File: src/hw/rtl/lzrw_pkg.sv
// shared types, constants and the preset pattern for the lz ring window decompressor
// no dependencies; imported by the control, top level and checker files
package lzrw_pkg;

   // window geometry
   localparam int WINDOW_DEPTH_DEF = 4096;
   localparam int PRESET_AW        = 12;
   localparam int COUNT_W          = 5;
   localparam int BYTE_W           = 8;

   // preset pattern region bounds
   localparam logic [PRESET_AW-1:0] PRESET_RAMP_END = 12'h100;
   localparam logic [PRESET_AW-1:0] PRESET_DOWN_END = 12'h200;
   localparam logic [PRESET_AW-1:0] PRESET_QUAD_END = 12'h600;

   // token parser phase
   typedef enum logic [1:0] {
      PH_CMD,
      PH_OFS,
      PH_LIT
   } phase_type;

   // sequencer state
   typedef enum logic {
      ST_ACCEPT,
      ST_COPY
   } state_type;

   // one output word handed from the control to the output register
   typedef struct packed {
      logic              valid;
      logic [BYTE_W-1:0] data;
      logic              last;
   } emit_type;

   // value of a window entry that was never written
   function automatic logic [BYTE_W-1:0] preset_value(input logic [PRESET_AW-1:0] a);
      logic [PRESET_AW-1:0] d;
      d = a - PRESET_DOWN_END;
      if (a < PRESET_RAMP_END) begin
         preset_value = a[BYTE_W-1:0];
      end else if (a < PRESET_DOWN_END) begin
         // 511 - a over this range is the inverted low byte
         preset_value = ~a[BYTE_W-1:0];
      end else if (a < PRESET_QUAD_END) begin
         preset_value = d[BYTE_W+1:2];
      end else begin
         preset_value = a[BYTE_W-1:0];
      end
   endfunction

endpackage

File: src/hw/rtl/lzrw_ctrl.sv
// token parser and copy sequencer driving the window ram
// depends on lzrw_pkg
module lzrw_ctrl import lzrw_pkg::*; #(
   parameter int WINDOW_DEPTH = WINDOW_DEPTH_DEF
) (
   input  logic                            clock,
   input  logic                            reset,
   input  logic                            req_tvalid,
   output logic                            req_tready,
   input  logic [BYTE_W-1:0]               req_byte,
   input  logic                            req_last,
   input  logic                            preset_en,
   input  logic                            slot_free,
   output emit_type                        emit,
   output logic                            ram_wr_en,
   output logic [$clog2(WINDOW_DEPTH)-1:0] ram_wr_addr,
   output logic [BYTE_W-1:0]               ram_wr_data,
   output logic                            ram_rd_en,
   output logic [$clog2(WINDOW_DEPTH)-1:0] ram_rd_addr,
   input  logic [BYTE_W-1:0]               ram_rd_data
);

   localparam int AW = $clog2(WINDOW_DEPTH);
   localparam int FW = AW + 1;

   state_type            state_ff, state_in;
   phase_type            phase_ff, phase_in;
   logic [3:0]           len_ff, len_in;
   logic [3:0]           ofs_hi_ff, ofs_hi_in;
   logic [COUNT_W-1:0]   lit_left_ff, lit_left_in;
   logic [AW-1:0]        wpos_ff, wpos_in;
   logic [FW-1:0]        fill_ff, fill_in;
   logic [AW-1:0]        rd_addr_ff, rd_addr_in;
   logic [COUNT_W-1:0]   issue_left_ff, issue_left_in;
   logic                 copy_last_ff, copy_last_in;
   logic                 s1_valid_ff, s1_valid_in;
   logic                 s1_fwd_ff, s1_fwd_in;
   logic [BYTE_W-1:0]    s1_fwd_data_ff, s1_fwd_data_in;
   logic                 s1_hit_ff, s1_hit_in;
   logic [AW-1:0]        s1_addr_ff, s1_addr_in;
   logic                 s1_final_ff, s1_final_in;

   logic                 req_accept;
   logic                 lit_push;
   logic                 s1_adv;
   logic                 issue;
   logic                 copy_done;
   logic                 push;
   logic [BYTE_W-1:0]    s1_byte;
   logic [BYTE_W-1:0]    push_data;

   assign req_accept = req_tvalid && req_tready;
   assign lit_push   = req_accept && (phase_ff == PH_LIT);
   assign s1_adv     = (state_ff == ST_COPY) && s1_valid_ff && slot_free;
   assign issue      = (state_ff == ST_COPY) && (issue_left_ff != '0)
                       && (!s1_valid_ff || s1_adv);
   assign copy_done  = s1_adv && s1_final_ff;
   assign push       = lit_push || s1_adv;
   assign push_data  = lit_push ? req_byte : s1_byte;

   // resolve the byte in the read stage: forwarded, stored, preset or zero
   always_comb begin
      if (s1_fwd_ff) begin
         s1_byte = s1_fwd_data_ff;
      end else if (s1_hit_ff) begin
         s1_byte = ram_rd_data;
      end else if (preset_en) begin
         s1_byte = preset_value(PRESET_AW'(s1_addr_ff));
      end else begin
         s1_byte = '0;
      end
   end

   // next state
   always_comb begin
      state_in = state_ff;
      unique case (state_ff)
         ST_ACCEPT: begin
            if (req_accept && (phase_ff == PH_OFS)) begin
               state_in = ST_COPY;
            end
         end
         ST_COPY: begin
            if (copy_done) begin
               state_in = ST_ACCEPT;
            end
         end
         default: state_in = ST_ACCEPT;
      endcase
   end

   // state outputs
   always_comb begin
      req_tready = 1'b0;
      unique case (state_ff)
         ST_ACCEPT: req_tready = (phase_ff != PH_LIT) || slot_free;
         ST_COPY:   req_tready = 1'b0;
         default:   req_tready = 1'b0;
      endcase
   end

   // ram ports and output word
   always_comb begin
      ram_wr_en   = push;
      ram_wr_addr = wpos_ff;
      ram_wr_data = push_data;
      ram_rd_en   = issue;
      ram_rd_addr = rd_addr_ff;
      emit.valid  = push;
      emit.data   = push_data;
      emit.last   = lit_push ? 1'b1 : s1_final_ff;
   end

   // parser, write pointer and read pipeline
   always_comb begin
      phase_in       = phase_ff;
      len_in         = len_ff;
      ofs_hi_in      = ofs_hi_ff;
      lit_left_in    = lit_left_ff;
      wpos_in        = wpos_ff;
      fill_in        = fill_ff;
      rd_addr_in     = rd_addr_ff;
      issue_left_in  = issue_left_ff;
      copy_last_in   = copy_last_ff;
      s1_valid_in    = s1_valid_ff;
      s1_fwd_in      = s1_fwd_ff;
      s1_fwd_data_in = s1_fwd_data_ff;
      s1_hit_in      = s1_hit_ff;
      s1_addr_in     = s1_addr_ff;
      s1_final_in    = s1_final_ff;

      // every stored byte advances the ring and the saturating fill count
      if (push) begin
         wpos_in = AW'(wpos_ff + 1'b1);
         if (fill_ff != FW'(WINDOW_DEPTH)) begin
            fill_in = fill_ff + 1'b1;
         end
      end

      // token parsing on each accepted word
      if (req_accept) begin
         case (phase_ff)
            PH_CMD: begin
               if (req_byte[7:4] != 4'h0) begin
                  len_in    = req_byte[7:4];
                  ofs_hi_in = req_byte[3:0];
                  phase_in  = PH_OFS;
               end else begin
                  lit_left_in = COUNT_W'(req_byte[3:0]) + 1'b1;
                  phase_in    = PH_LIT;
               end
            end
            PH_LIT: begin
               lit_left_in = lit_left_ff - 1'b1;
               if (lit_left_ff == COUNT_W'(1)) begin
                  phase_in = PH_CMD;
               end
            end
            PH_OFS: begin
               rd_addr_in    = AW'({ofs_hi_ff, req_byte});
               issue_left_in = COUNT_W'(len_ff) + COUNT_W'(2);
               copy_last_in  = req_last;
               phase_in      = PH_CMD;
            end
            default: phase_in = PH_CMD;
         endcase
      end

      // read issue, forwarding the byte written in the same cycle
      if (issue) begin
         s1_valid_in    = 1'b1;
         s1_fwd_in      = s1_adv && (rd_addr_ff == wpos_ff);
         s1_fwd_data_in = push_data;
         s1_hit_in      = ({1'b0, rd_addr_ff} < fill_ff);
         s1_addr_in     = rd_addr_ff;
         s1_final_in    = (issue_left_ff == COUNT_W'(1));
         rd_addr_in     = AW'(rd_addr_ff + 1'b1);
         issue_left_in  = issue_left_ff - 1'b1;
      end else if (s1_adv) begin
         s1_valid_in = 1'b0;
      end

      // end of stream returns the parser and ring to start
      if ((req_accept && req_last && (phase_ff != PH_OFS)) || (copy_done && copy_last_ff)) begin
         phase_in    = PH_CMD;
         len_in      = '0;
         ofs_hi_in   = '0;
         lit_left_in = '0;
         wpos_in     = '0;
         fill_in     = '0;
      end
   end

   // control registers
   always_ff @(posedge clock) begin
      if (reset) begin
         state_ff      <= ST_ACCEPT;
         phase_ff      <= PH_CMD;
         len_ff        <= '0;
         ofs_hi_ff     <= '0;
         lit_left_ff   <= '0;
         wpos_ff       <= '0;
         fill_ff       <= '0;
         issue_left_ff <= '0;
         copy_last_ff  <= 1'b0;
         s1_valid_ff   <= 1'b0;
      end else begin
         state_ff      <= state_in;
         phase_ff      <= phase_in;
         len_ff        <= len_in;
         ofs_hi_ff     <= ofs_hi_in;
         lit_left_ff   <= lit_left_in;
         wpos_ff       <= wpos_in;
         fill_ff       <= fill_in;
         issue_left_ff <= issue_left_in;
         copy_last_ff  <= copy_last_in;
         s1_valid_ff   <= s1_valid_in;
      end
   end

   // read stage payload
   always_ff @(posedge clock) begin
      rd_addr_ff     <= rd_addr_in;
      s1_fwd_ff      <= s1_fwd_in;
      s1_fwd_data_ff <= s1_fwd_data_in;
      s1_hit_ff      <= s1_hit_in;
      s1_addr_ff     <= s1_addr_in;
      s1_final_ff    <= s1_final_in;
   end

endmodule

File: config.mk
export PLATFORM = sky130hd
export DESIGN_NAME = lzrw_ctrl
export DESIGN_NICKNAME = d
export VERILOG_FILES = /design/src/hw/rtl/lzrw_pkg.sv /design/src/hw/rtl/lzrw_ctrl.sv
export SDC_FILE = /design/constraint.sdc
export NUM_CORES = 1
export LEC_CHECK = 0
export BUFFER_PORTS_ARGS = -buffer_cell sky130_fd_sc_hd__buf_4
export CORE_UTILIZATION = 50
export DETAILED_ROUTE_END_ITERATION = 6
export PLACE_DENSITY = 0.71
export SYNTH_ARGS = -nofsm -noshare
export SYNTH_HDL_FRONTEND = slang
export SYNTH_SLANG_ARGS = --single-unit
File: constraint.sdc
create_clock -name clock -period 7.17 [get_ports clock]
set_clock_uncertainty 0.2 [all_clocks]
set_input_delay 0.717 -clock clock [delete_from_list [all_inputs] [get_ports clock]]
set_output_delay 0.717 -clock clock [all_outputs]
set_load 0.005 [all_outputs]
==> out/results.ini, run 1 <==
[setup_path]
critical_path.cell_chain=nor3_1 > a211oi_1 > o221ai_1 > a31oi_1 > buf_4
slowest_delay_ns=0.78
cp.required_ns=6.25
critPathCaptureType=output port
cp_max_fo=23
cp.arrival_ns=2.61
cp-start-kind=flop
critical_path_class=reg -> out
cp_slowest_cell=edfxtp_1

[clock_network]
cts_root_buf=clkbuf_8
cts_buffers=9
insertion_delay_ns=0.36
postCtsSetupBuffers=0
cts.sinks=83
ctsHoldBuffers=0
cts.reportedPaths.clkPinSlew_ns=0.08
cts-resized-gates=0
clockBufferDepth=2
ctsHtreeMaxLevel=3
cts_tree=yes

[synth]
synth_mux_area_share_pct=1.06
synth_edf_count=35
syn_area_um2=4740
yosysWarnings=0
synthesis.nets=582
synth_top_family_by_area=simple AND/OR/NAND/NOR gates
yosys_register_bits=83
synth-main-ff-cell=dfxtp_1
yosys.area_share.simple_pct=22.3
synth-xor-area-share_pct=8.13
synthCells=538
async_flop_share_pct=0
ys_types=55
synthAdderAreaFrac_pct=5.81
synth_compound_area_share_pct=14.9
synth_area_per_cell_um2=8.81
yosysSeqAreaShare_pct=42.4

[detailed_routing]
via_per_inst=5.95
drt_pass1_iterations=5
drc=0
wirelength_um=12000
num_vias=4161
drt_iter0_markers=270
antenna_left=0
wl_per_cell_um=17.1

[power_and_ir_drop]
p_total_mw=0.977
p_leak_nw=2.01
powerDensity_nw_per_um2=180
ir_worst_vdd_mv=0.0968

[global_route]
grt_overflow_total=0
grt_max_degree=41
grt_antenna_before_repair=0
track_usage_pct=25.4
grt_pass1_wl_um=19500
first_global_vias=3831

[floorplan]
rows=35
io_pins=67
coreArea_um2=9200
start_util_pct=51.5
design.die.area_um2=9870
die_h_um=99.4
die_w_um=99.4

[sta]
final.setup.tns_ns=0
finalCritPeriodShare_pct=49.1
rsz0062_at_grt=no
fmax_mhz=284
setup_viol=0
finalMaxSlewViolations=0
slew_headroom_pct=53.4
worstMarginPinSlew_ns=0.698
hold_viol_final=0
period_needed_ns=3.52

[place]
placed_cell_area_um2=5220
port_buffers=66
hpwl_um=8480
gp_congestion=0.841

[run_status]
status=completed

[layout]
num-nets-final=627
diodes=0
area_delta_synth_final_pct=14.7
fin_util_pct=59.1
fin_area_um2=5430
drive_gt1_share_pct=15.6

[min_path]
holdCritPathClass=reg -> reg

[flow_run]
maxCapViolations=0

==> per-layer routing <==
metal	vias up	GRT usage [%]	share of wire (%)
li1	2003	-	-
met1	1972	34.3	45
met2	166	40.9	46
met3	20	4.64	6.4
met4	0	9.05	2.2
met5	-	0	0
==> Yosys cell counts (6+ instances only) <==
| cell type | instances | area share, % |
|---|---|---|
| nand2_1 | 61 | 4.8 |
| and3_1 | 8 | 1.1 |
| nand3_1 | 19 | 2.0 |
| a21oi_1 | 33 | 3.5 |
| inv_1 | 23 | 1.8 |
| edfxtp_1 | 35 | 22 |
| buf_4 | 9 | 1.4 |
| nor3_1 | 11 | 1.2 |
| nand3b_1 | 8 | 1.3 |
| xor2_1 | 8 | 1.5 |
| dfxtp_1 | 48 | 20 |
| xnor2_1 | 36 | 6.7 |
| nand4_1 | 15 | 2.0 |
| nand2b_1 | 13 | 1.7 |
| nor4_1 | 7 | 0.92 |
| buf_2 | 6 | 0.63 |
| ha_1 | 22 | 5.8 |
| clkbuf_1 | 15 | 1.2 |
| nor2_1 | 44 | 3.5 |
| a31oi_1 | 10 | 1.3 |
| o21ai_0 | 38 | 4.0 |
==> critical path: cells and delay by family (launching register included) <==
kind                   cells  cell delay, ns
AO/OA/AOI/OAI              3            1.19
buffers and inverters      1            0.18
AND/OR/NAND/NOR            1            0.11
flip-flops                 1            0.78
==> flip-flops by register name (all words and copies together), names as in the netlist <==
register        cells
fill_ff            13
ram_rd_addr        12
ram_wr_addr        12
s1_addr_ff         12
s1_fwd_data_ff      8
issue_left_ff       5
lit_left_ff         5
len_ff              4
ofs_hi_ff           4
phase_ff            2
copy_last_ff        1
s1_final_ff         1
s1_fwd_ff           1
s1_hit_ff           1
s1_valid_ff         1
state_ff            1
==> where the power goes <==
group,total (mW),internal (mW),switching [mW]
clock network,0.364,0.191,0.174
logic,0.0916,0.0411,0.0505
registers,0.521,0.504,0.0175
total,0.977,0.735,0.242
==> cell type report <==
class	instances	area (um^2)
multi-input cells	398	2480
clock buffers	12	166
inverters	24	90.1
clock inverters	4	47.5
fillers	831	3760
repair buffers	67	503
well taps	111	139
flip-flops and latches	83	2010
==> cell families after synthesis <==
group                    Yosys count
flip-flops                        83
multiplexers                       5
AO/OA/AOI/OAI                    117
adder cells (fa/ha/maj)           22
XOR/XNOR                          44
buffers and inverters             57
AND/OR/NAND/NOR                  210
==> metrics by stage <==
stage | setup slack [ns] | cells | hold WS, ns
CTS | 3.64 | 699 | 0.267
global route | 3.43 | 699 | 0.296
floorplan | 4.47 | 538 | 0.236
finish | 3.65 | 699 | 0.265
global placement | 3.99 | 683 | 0.243
detailed placement | 3.91 | 683 | 0.256
==> worst paths after layout <==
check             slack (ns)  cells after the start        startpoint             end
hold / removal          0.26                      2      copy_last_ff    copy_last_ff
setup reg to reg        4.12                      7  issue_left_ff[0]  ram_rd_addr[5]
hold reg to reg         0.26                      2      copy_last_ff    copy_last_ff
setup / recovery        3.65                      5     s1_addr_ff[9]         emit[6]
==> layout by cell type (no fill, tap or decap), drive strengths merged, types with 8 or more instances in the layout <==
cell type	netlist	final
xor2	8	8
nand3b	8	8
dfxtp	48	48
nand3	20	20
a31oi	10	10
nor2	45	45
o21ai	40	40
ha	22	22
a21oi	33	33
clkbuf	15	12
edfxtp	35	35
nand2b	13	13
nand2	62	62
xnor2	36	36
buf	18	67
nor3	12	12
nor4	8	8
inv	24	24
and3	8	8
nand4	15	15
Power figures use the tool's default switching activity.
==> run 2, diff against run 1 <==
Settings changed: PLACE_DENSITY 0.71 to 0.74.
Clock period 7.17 ns to 3 ns, I/O delays scaled along.
==> out/results.ini, run 2 (synthesis results as in run 1) <==
[global_route]
grt_util_met3_pct=4.15
track_usage_pct=24.1
grt_pass1_wl_um=18600
grt_max_degree=41
grt_busiest_layer=met2
grt_antenna_before_repair=0
first_global_vias=3733
use_met2_pct=39.7
use_met1_pct=32.1
grt_overflow_total=0

[layout]
area_delta_synth_final_pct=16.4
diodes=0
largest_reg_flops=13
drive_gt1_share_pct=16.6
nFillCells=803
layout.cells.most_common=buf_4
final_cell_mix=buf_4, nand2_1, dfxtp_1
num-nets-final=636
top_register=fill_ff

[place]
dpl_worst_slack_ns=0.581
gp_congestion=0.881
port_buffers=66
hpwl_um=8290

[setup_path]
critical_path_class=reg -> out
cp_slowest_cell=edfxtp_1
crit_start=s1_hit_ff
cp-start-kind=flop
slowest_delay_ns=0.52
cp_max_fo=9
cp_common_cell=a21oi_1
regToRegEndpoint=lit_left_ff[3]
r2r-start=state_ff
critical_path.cell_chain=nor2b_1 > o21ai_0 > a21oi_1 > a21oi_1 > a21oi_1 > buf_4
worstSetupEndpoint=emit[8]
critPathCaptureType=output port
cp.required_ns=2.50
cp.arrival_ns=2.19
reg2regPathDepth=5
r2r_setup_slack_ns=0.65

[sta]
slew_headroom_pct=58.4
period_needed_ns=2.69
setup_viol=0
fmax_mhz=372
finalMaxSlewViolations=0
hold_viol_final=0
rsz0062_at_grt=no
hold_slack_ns=0.0251
final.setup.tns_ns=0
worst_slack_ns=0.309
worstMarginPinSlew_ns=0.618
finalCritPeriodShare_pct=89.7

[floorplan]
rows=35
coreArea_um2=9200
die_h_um=99.4
io_pins=67
die_w_um=99.4
start_util_pct=51.5
design.die.area_um2=9870

[clock_network]
ctsHtreeMaxLevel=3
clockBufferDepth=2
cts_root_buf=clkbuf_8
cts.reportedPaths.clkPinSlew_ns=0.09
cts_buffers=9
insertion_delay_ns=0.36
cts_tree=yes
postCtsSetupBuffers=0
cts.sinks=83

[detailed_routing]
wl_per_cell_um=16.5
drt_pass1_iterations=6
via_per_inst=5.85
antenna_left=0
drt_iter0_markers=278
num_vias=4142
drc=0
wirelength_um=11700

[min_path]
holdCritPathClass=in -> reg

[power_and_ir_drop]
powerDensity_nw_per_um2=427
ir_worst_vdd_mv=0.232
p_leak_nw=2.05
p_total_mw=2.36

[flow_run]
maxCapViolations=0

[run_status]
status=completed

==> run 2: cell count changes in the layout (fill, tap and decap cells not counted) <==
cell / before / now
clkinv_4: 0 / 3
clkinv_1: 0 / 1
dlygate4sd3_1: 0 / 2
clkbuf_8: 10 / 9
clkbuf_16: 1 / 0
buf_4: 67 / 74
clkinvlp_4: 1 / 0
clkinv_2: 2 / 0
a211oi_1: 5 / 4
bufinv_16: 1 / 2
a211oi_2: 0 / 1
==> run 2: layout make-up <==
type | instances | area [um^2] | area share [%]
Multi-Input combinational cell | 398 | 2480 | 45.0
Inverter | 24 | 90.1 | 1.63
Clock inverter | 6 | 90.1 | 1.63
Timing Repair Buffer | 76 | 576 | 10.4
Sequential cell | 83 | 2010 | 36.5
Tap cell | 111 | 139 | 2.52
Clock buffer | 10 | 128 | 2.31
==> run 2: worst max-delay path: cells and delay by family, from the launching register on <==
family | cells | cell delay (ns)
simple gates | 1 | 0.45
compound gates | 4 | 0.70
buf+inv | 1 | 0.16
flops | 1 | 0.52
==> run 2: power breakdown <==
part,internal (mW),switching [mW],leakage [nW]
combinational,0.103,0.129,1.24
sequential,1.20,0.0354,0.706
clock,0.471,0.415,0.108
==> run 2: metrics by stage <==
stage,area (um^2),utilization (%),std cells
3_3_place_gp,5270,57.3,690
4_1_cts,5510,59.9,708
5_1_grt,5520,60.0,708
3_5_place_dp,5270,57.3,690
6_report,5520,60.0,708
2_1_floorplan,4740,-,538
==> run 2: how the worst min path moves through the flow <==
| stage | to | start | cells past startpoint |
|---|---|---|---|
| floorplan | copy_last_ff | req_last | 2 |
| global placement | copy_last_ff | copy_last_ff | 2 |
| detailed placement | copy_last_ff | copy_last_ff | 2 |
| CTS | len_ff[2] | req_byte[6] | 3 |
| global route | len_ff[2] | req_byte[6] | 3 |
| finish | len_ff[2] | req_byte[6] | 3 |
==> run 2: layer usage <==
layer	share of wire [%]	routed length, um
met4	1.9	227
met1	45	5270
met2	47	5480
met5	0	0
met3	5.8	676
==> run 2: repair_timing <==
item / in CTS / in global routing
resized for setup: 0 / 1
hold endpoints to repair: 8 / 0
hold buffers: 2 / 0
endpoints found under the setup margin: 0 / 6
==> run 3, diff against run 2 <==
==> constraint.sdc (replaced) <==
create_clock -name clock -period 3 [get_ports clock]
set_clock_uncertainty 0.2 [all_clocks]
set_input_delay 0.45 -clock clock [delete_from_list [all_inputs] [get_ports clock]]
set_output_delay 0.45 -clock clock [all_outputs]
set_load 0.005 [all_outputs]
==> out/results.ini, run 3 (synthesis results as in run 1) <==
[layout]
top_register=fill_ff
drive_gt1_share_pct=17.0
diodes=0
layout.cells.most_common=buf_4
multi_input_area_um2=2480
nFillCells=803
register_area_um2=2010
area_delta_synth_final_pct=15.0
num-nets-final=634
final_cell_mix=buf_4, nand2_1, dfxtp_1
fin_util_pct=59.3
largest_reg_flops=13

[power_and_ir_drop]
p_leak_nw=2.03
powerDensity_nw_per_um2=404
ir_worst_vdd_mv=0.184
p_total_mw=2.20

[min_path]
holdCritPathClass=in -> reg

[clock_network]
insertion_delay_ns=0.36
cts_buffers=9
postCtsSetupBuffers=0
cts.sinks=83
cts.reportedPaths.clkPinSlew_ns=0.08
cts-resized-gates=0
cts_tree=yes
cts_root_buf=clkbuf_8
ctsHoldBuffers=0
ctsHtreeMaxLevel=3
clockBufferDepth=2

[detailed_routing]
num_vias=4155
wirelength_um=11700
wl_per_cell_um=16.6
drc=0
drt_iter0_markers=294
drt_pass1_iterations=5
antenna_left=0
via_per_inst=5.89

[sta]
setup_viol=0
finalMaxSlewViolations=0
final.setup.tns_ns=0
hold_viol_final=0
hold_slack_ns=0.119
rsz0062_at_grt=yes
fmax_mhz=350
worstMarginPinSlew_ns=0.601
slew_headroom_pct=59.6
period_needed_ns=2.86
finalCritPeriodShare_pct=95.3

[global_route]
track_usage_pct=25.2
grt_max_degree=41
first_global_vias=3874
grt_overflow_total=0
grt_pass1_wl_um=19500
grt_antenna_before_repair=0

[floorplan]
design.die.area_um2=9870
die_h_um=99.4
start_util_pct=51.5
coreArea_um2=9200
io_pins=67
die_w_um=99.4
rows=35

[setup_path]
cp.required_ns=2.35
regToRegEndpoint=ram_rd_addr[10]
cp.arrival_ns=2.21
cp-start-kind=flop
cp_max_fo=12
critical_path_class=reg -> out
worstSetupEndpoint=emit[1]
critPathCaptureType=output port
r2r-start=issue_left_ff[0]
reg2regPathDepth=7
r2r_setup_slack_ns=0.60
crit_start=state_ff

[flow_run]
maxCapViolations=0

[place]
hpwl_um=8410
gp_congestion=0.873
port_buffers=66

[run_status]
status=completed

## run 3: cell types whose count changed in the layout (fill, tap and decap cells not counted), sizes merged
cell         change
dlygate4sd3      -2
inv              +3
clkbuf           +2
bufinv           -2
clkinv           -3
## run 3: cell type report
cell class,instances,area share [%]
multi-input cells,398,45.6
flip-flops and latches,83,36.9
repair buffers,74,10.2
clock buffers,12,2.69
well taps,111,2.55
inverters,24,1.65
clock inverters,4,0.436
## run 3: critical path, cell delays in order (launching register included)
cell	delay, ns
dfxtp_1	0.58
and4bb_4	0.34
a21oi_1	0.46
a31oi_1	0.26
buf_4	0.20
## run 3: worst min path at each step
stage	startpoint	endpoint	slack (ns)	cells past startpoint
after CTS	reset	state_ff	0.10	2
final	reset	copy_last_ff	0.12	2
after floorplan	len_ff[0]	len_ff[0]	0.24	2
after global placement	copy_last_ff	copy_last_ff	0.25	2
after global routing	reset	copy_last_ff	0.12	2
after detailed placement	copy_last_ff	copy_last_ff	0.26	2
## run 3: through the flow
stage          instance area [um^2]  worst slack (ns)  instances
3_3_place_gp                   5270             0.495        690
2_1_floorplan                  4740             0.614        538
4_1_cts                        5440            0.0169        706
6_report                       5450             0.141        706
5_1_grt                        5450           -0.0125        706
3_5_place_dp                   5270             0.407        690
## run 3: power by group
part           total [mW]  internal [mW]  switching [mW]  leakage, nW
Combinational       0.230          0.101           0.129         1.23
Sequential           1.24           1.20          0.0367        0.706
Clock               0.730          0.328           0.403       0.0945
## run 3: metal layers
| metal | GRT usage (%) | vias to the layer above | wire length (um) |
|---|---|---|---|
| li1 | - | 2017 | - |
| met1 | 33.1 | 1936 | 5090 |
| met2 | 39.9 | 179 | 5490 |
| met3 | 6.61 | 23 | 872 |
| met4 | 9.95 | 0 | 253 |
| met5 | 0 | - | 0 |
